**config.mk**
```make
export PLATFORM = sky130hd
export DESIGN_NAME = tfn_ctrl
export DESIGN_NICKNAME = d
export VERILOG_FILES = /design/src/tfn_pkg.sv /design/src/tfn_ctrl.sv
export SDC_FILE = /design/constraint.sdc
export NUM_CORES = 1
export LEC_CHECK = 0
export BUFFER_PORTS_ARGS = -buffer_cell sky130_fd_sc_hd__buf_2
export CAP_MARGIN = 20
export CORE_MARGIN = 5
export CORE_UTILIZATION = 40
export DETAILED_ROUTE_END_ITERATION = 10
export GPL_TIMING_DRIVEN = 0
export MAX_ROUTING_LAYER = met4
export SYNTH_ARGS = -nofsm -noshare
export SYNTH_HDL_FRONTEND = slang
export SYNTH_SLANG_ARGS = --single-unit
```
**constraint.sdc**
```tcl
create_clock -name clk_i -period 3.13 [get_ports clk_i]
set_clock_uncertainty 0.2 [all_clocks]
set_input_delay 0.626 -clock clk_i [delete_from_list [all_inputs] [get_ports clk_i]]
set_output_delay 0.626 -clock clk_i [all_outputs]
set_load 0.05 [all_outputs]
```
**src/tfn_pkg.sv**
```systemverilog
// ----------------------------------------------------------------------------
// tfn_pkg
// Shared types, constants and codes of the triangle face normal block.
// ----------------------------------------------------------------------------
`timescale 1ns / 1ps
`default_nettype none

package tfn_pkg;

  localparam int unsigned MaxVertices = 1024;
  localparam logic [31:0] ScaleReset  = 32'h0001_0000;

  // last step of each multi-cycle phase
  localparam logic [5:0] LoadLast   = 6'd3;
  localparam logic [5:0] ReadLast   = 6'd3;
  localparam logic [5:0] CrossLast  = 6'd6;
  localparam logic [5:0] SquareLast = 6'd3;
  localparam logic [5:0] SqrtLast   = 6'd31;
  localparam logic [5:0] DivLast    = 6'd17;
  localparam logic [1:0] CompLast   = 2'd2;

  typedef struct packed {
    logic               func;
    logic signed [31:0] coord_x;
    logic signed [31:0] coord_y;
    logic signed [31:0] coord_z;
    logic        [15:0] corner_a;
    logic        [15:0] corner_b;
    logic        [15:0] corner_c;
  } in_item_t;

  typedef struct packed {
    logic signed [15:0] normal_x;
    logic signed [15:0] normal_y;
    logic signed [15:0] normal_z;
    logic               index_error;
  } out_item_t;

  typedef enum logic [3:0] {
    ST_IDLE,
    ST_LOAD,
    ST_CHECK,
    ST_READ,
    ST_EDGE,
    ST_CROSS,
    ST_MAG,
    ST_NORM,
    ST_SQUARE,
    ST_SQRT,
    ST_DIV,
    ST_OUT
  } state_e;

  typedef enum logic [3:0] {
    OP_NONE,
    OP_CAPTURE,
    OP_LOAD,
    OP_CHECK,
    OP_READ,
    OP_EDGE,
    OP_CROSS,
    OP_MAG,
    OP_NORM,
    OP_SQUARE,
    OP_SQRT,
    OP_DIV,
    OP_OUT
  } op_e;

  typedef struct packed {
    op_e        op;
    logic [5:0] step;
    logic [1:0] comp;
  } cmd_t;

  typedef struct packed {
    logic in_func;
    logic full;
    logic idx_err;
    logic zero;
    logic norm_done;
    logic out_free;
  } status_t;

endpackage

`default_nettype wire

```
**src/tfn_ctrl.sv**
```systemverilog
// ----------------------------------------------------------------------------
// tfn_ctrl
// Sequencer: walks one item through load or normal phases, counts steps.
// ----------------------------------------------------------------------------
`timescale 1ns / 1ps
`default_nettype none

module tfn_ctrl (
  input  wire                clk_i,
  input  wire                rst_ni,
  input  wire                in_valid_i,
  output logic               in_ready_o,
  input  tfn_pkg::status_t   status_i,
  output tfn_pkg::cmd_t      cmd_o
);

  tfn_pkg::state_e state_q, state_d;
  logic [5:0]      step_q, step_d;
  logic [1:0]      comp_q, comp_d;

  always_ff @(posedge clk_i or negedge rst_ni) begin
    if (!rst_ni) begin
      state_q <= tfn_pkg::ST_IDLE;
      step_q  <= '0;
      comp_q  <= '0;
    end else begin
      state_q <= state_d;
      step_q  <= step_d;
      comp_q  <= comp_d;
    end
  end

  // next state
  always_comb begin
    state_d = state_q;
    unique case (state_q)
      tfn_pkg::ST_IDLE: begin
        if (in_valid_i) begin
          if (status_i.in_func)   state_d = tfn_pkg::ST_CHECK;
          else if (!status_i.full) state_d = tfn_pkg::ST_LOAD;
        end
      end
      tfn_pkg::ST_LOAD: begin
        if (step_q == tfn_pkg::LoadLast) state_d = tfn_pkg::ST_IDLE;
      end
      tfn_pkg::ST_CHECK: begin
        state_d = status_i.idx_err ? tfn_pkg::ST_OUT : tfn_pkg::ST_READ;
      end
      tfn_pkg::ST_READ: begin
        if (step_q == tfn_pkg::ReadLast) state_d = tfn_pkg::ST_EDGE;
      end
      tfn_pkg::ST_EDGE:  state_d = tfn_pkg::ST_CROSS;
      tfn_pkg::ST_CROSS: begin
        if (step_q == tfn_pkg::CrossLast) state_d = tfn_pkg::ST_MAG;
      end
      tfn_pkg::ST_MAG:   state_d = tfn_pkg::ST_NORM;
      tfn_pkg::ST_NORM: begin
        priority if (status_i.zero)  state_d = tfn_pkg::ST_OUT;
        else if (status_i.norm_done) state_d = tfn_pkg::ST_SQUARE;
      end
      tfn_pkg::ST_SQUARE: begin
        if (step_q == tfn_pkg::SquareLast) state_d = tfn_pkg::ST_SQRT;
      end
      tfn_pkg::ST_SQRT: begin
        if (step_q == tfn_pkg::SqrtLast) state_d = tfn_pkg::ST_DIV;
      end
      tfn_pkg::ST_DIV: begin
        if (step_q == tfn_pkg::DivLast && comp_q == tfn_pkg::CompLast) begin
          state_d = tfn_pkg::ST_OUT;
        end
      end
      tfn_pkg::ST_OUT: begin
        if (status_i.out_free) state_d = tfn_pkg::ST_IDLE;
      end
      default: state_d = tfn_pkg::ST_IDLE;
    endcase
  end

  // outputs and step counters
  always_comb begin
    in_ready_o  = (state_q == tfn_pkg::ST_IDLE);
    cmd_o.step  = step_q;
    cmd_o.comp  = comp_q;
    unique case (state_q)
      tfn_pkg::ST_IDLE:   cmd_o.op = in_valid_i ? tfn_pkg::OP_CAPTURE : tfn_pkg::OP_NONE;
      tfn_pkg::ST_LOAD:   cmd_o.op = tfn_pkg::OP_LOAD;
      tfn_pkg::ST_CHECK:  cmd_o.op = tfn_pkg::OP_CHECK;
      tfn_pkg::ST_READ:   cmd_o.op = tfn_pkg::OP_READ;
      tfn_pkg::ST_EDGE:   cmd_o.op = tfn_pkg::OP_EDGE;
      tfn_pkg::ST_CROSS:  cmd_o.op = tfn_pkg::OP_CROSS;
      tfn_pkg::ST_MAG:    cmd_o.op = tfn_pkg::OP_MAG;
      tfn_pkg::ST_NORM:   cmd_o.op = tfn_pkg::OP_NORM;
      tfn_pkg::ST_SQUARE: cmd_o.op = tfn_pkg::OP_SQUARE;
      tfn_pkg::ST_SQRT:   cmd_o.op = tfn_pkg::OP_SQRT;
      tfn_pkg::ST_DIV:    cmd_o.op = tfn_pkg::OP_DIV;
      tfn_pkg::ST_OUT:    cmd_o.op = tfn_pkg::OP_OUT;
      default:            cmd_o.op = tfn_pkg::OP_NONE;
    endcase

    step_d = step_q + 6'd1;
    comp_d = comp_q;
    priority if (state_d != state_q) begin
      step_d = '0;
      comp_d = '0;
    end else if (state_q == tfn_pkg::ST_DIV && step_q == tfn_pkg::DivLast) begin
      // next component of the divide
      step_d = '0;
      comp_d = comp_q + 2'd1;
    end
  end

endmodule

`default_nettype wire

```
==> results_dict.tcl <==
set metrics [dict create \
    grt_pass1_vias 888 \
    syn2layout_area_growth_pct 16.85 \
    cp.arrival_ns 2.11 \
    power_density_nw_per_um2 675.4 \
    r2r_start "step_q[0]$_DFF_PN0_" \
    fmax_ghz 0.3410 \
    antenna_found_initial 0 \
    rsz0062_at_grt "no" \
    irDropWorstVdd_uv 300.2 \
    drt_iter0_drc 12 \
    yosysUniqueCellTypes 45 \
    hp-class "input port to async pin" \
    grt_max_degree 13 \
    routedWlPerCell_um 14.90 \
    grt_first_pass_wirelength_um 4195 \
    vias 894 \
    period_minus_slack_ns 2.932 \
    insertion_delay_ns 0.26 \
    antenna_cells 0 \
    finalNetCount 148 \
    yosys-top-cells-area "dfrtp_1 (30%), nor4_1 (5.6%), ha_1 (5.0%)" \
    use_met1 0.2192 \
    clkPwrFrac 0.118 \
    critPathRequiredTime_ns 2.30 \
    startpoint_type "flop" \
    ctsHoldBuffers 0 \
    cts_resized 0 \
    hold_viol_final 0 \
    die_y_um 60.24 \
    seq_power_share 0.272 \
    crit_start "step_q[0]$_DFF_PN0_" \
    yosysSeqAreaShare 0.2974 \
    syn-instance-count 109 \
    numClockSinks 12 \
    drive_gt1_frac 0.3308 \
    end_kind "output port" \
    fin_area_um2 1180 \
    placed_cell_area_um2 1157 \
    io_buffers 21 \
    nFillCells 242 \
    leakage_nw 0.5226 \
    grt-busiest-layer "met2" \
    finalCritPeriodShare 0.9369 \
    slew_headroom 0.7047 \
    synth_largest_area_cell "dfrtp_1" \
    final_max_slew_viol_count 0 \
    syn_avg_cell_area_um2 9.263 \
    synth.net_count 122 \
    place_ws_ns 0.4555 \
    total_power_uw 796.9 \
    place.gp.congestion 0.9343 \
    ys_ff_latch 12 \
    cts-root-buf "clkbuf_4" \
    clk_path_buf_depth 2 \
    use_met2 0.2346 \
    intPower_uw 399.7 \
    die_x_um 60.24 \
    swShare 0.4984 \
    core_um2 2455 \
    power_frac_comb 0.610 \
    ios 22 \
    synth_ff_type "dfrtp_1" \
    drt_first_pass_iters 4 \
    switchingPower_uw 397.2 \
    yosysTopAreaCellShare 0.2974 \
    postCtsSetupRepairBufs 0 \
    rows 18 \
    maxCapViolCount 0 \
    wl_um 2429 \
    worst_pin_slew_ns 0.4361 \
    dieArea_um2 3629 \
    setup_slack_ns 0.1976 \
    viasPerCell 5.485 \
    critPathKind "flop to output port" \
    cts_tree "done" \
    met3_usage 0.02592 \
    ys_warn_count 0 \
    synthArstFlopShare 1.000 \
    dpl.hpwl_um 1886 \
    clk_pin_slew_ns 0.07 \
    overflow 0 \
    cts-buffers-inserted 3 \
    htreeDepth 1 \
    dpl.cell_count 160 \
    grt_usage 0.1558 \
    start_util 0.4113 \
    post-route-util 0.4806 \
    synthesis.area_um2 1010 \
    finalNonFillerCells 163 \
    setup_tns_ns 0 \
    setup_viol 0 \
    status "finished, final reports clean" \
    antenna_left 0 \
    drc_errors 0 \
    cp_max_fo 9 \
    synth_edf_count 0 \
    hold-worst-slack_ns 0.03005 \
]
-- metal layers --
metal / part of all wire / vias to the layer above
met5: 0 / -
met4: 0.0041 / 0
met3: 0.052 / 2
met2: 0.47 / 20
met1: 0.47 / 420
li1: - / 452
-- cells in the mapped netlist (2+ instances only) --
cell type and number:
inv_2 2, dfrtp_1 12, nand2b_1 2, xnor2_1 4, nor3_1 3, nor2_1 7
buf_6 3, nor2b_1 2, nand3_1 5, a21oi_1 5, nor4_1 9, ha_1 4
and3_1 2, o21ai_0 2, inv_1 3, nand2_1 9, o211ai_1 3, xor2_1 2
buf_4 3, mux2i_1 2
-- placed cells by master, fill, tap and decap left out, drive strengths merged --
cell type and instances:
o22ai 1, nor4b 1, a22o 1, o32ai 1, xor2 2, nand3 5
inv 5, a211oi 1, nor3b 1, o21ai 3, nand4bb 1, nor3 4
or2 1, clkbuf 3, o31ai 1, nor2b 2, xnor2 5, nand3b 1
a221o 1, or4 1, dfrtp 12, mux2 1, nor4 10, or2b 1
a21oi 5, o311ai 1, buf 28, a21boi 1, nor2 7, and4bb 1
nand2 10, a32oi 1, and3 2, ha 4, o211ai 3, mux2i 2
nand2b 2, and2b 1
-- power by group through the flow --
| stage | combinational, mW | sequential (mW) | clock, mW |
|---|---|---|---|
| after floorplan | 0.337 | 0.273 | 0 |
| after global placement | 0.484 | 0.219 | 0 |
| after detailed placement | 0.490 | 0.220 | 0 |
| after CTS | 0.491 | 0.217 | 0.0988 |
| after global routing | 0.528 | 0.223 | 0.106 |
| final | 0.486 | 0.217 | 0.0936 |
-- cells by family (layout without fill, tap and decap cells) --
family	count (synthesis)	in the layout	synth area share
compound gates	20	20	0.1599
xor+xnor	7	7	0.07931
fa+ha+maj	4	4	0.04957
buf+inv	12	36	0.07806
flops	12	12	0.2974
mux	3	3	0.03469
simple gates	51	51	0.3011
-- worst max-delay path: stages, from the launching register on --
cell	delay (ns)
dfrtp_1	0.43
ha_1	0.26
nor2b_1	0.15
nand2_1	0.14
nor2_1	0.06
a22o_2	0.26
buf_6	0.14
nor3_2	0.13
buf_2	0.27
-- registers in the layout (all words and copies together), names as in the netlist --
signal	cells
state_q	4
step_q	6
comp_q	2
-- cell type report --
type                            instances  area, um^2  share of cell area
Buffer                                  7       60.06             0.05090
Clock buffer                            3       22.52             0.01909
Inverter                                5       18.77             0.01591
Multi-Input combinational cell         85       635.6              0.5387
Sequential cell                        12       300.3              0.2545
Tap cell                               30       37.54             0.03181
Timing Repair Buffer                   21       105.1             0.08908
-- final timing paths --
path                            slack (ns)  cells past startpoint                    end
worst max-delay path                  0.20                      8               cmd_o[8]
worst min-delay path                  0.03                      1  comp_q[1]$_DFFE_PN0P_
worst max register to register        0.58                      7  comp_q[0]$_DFFE_PN0P_
worst min register to register        0.43                      2  comp_q[1]$_DFFE_PN0P_
max in group asynchronous             2.48                      1   state_q[0]$_DFF_PN0_
min in group clk_i                    0.43                      2  comp_q[1]$_DFFE_PN0P_
Note: power is estimated with default switching activity, not from simulation.
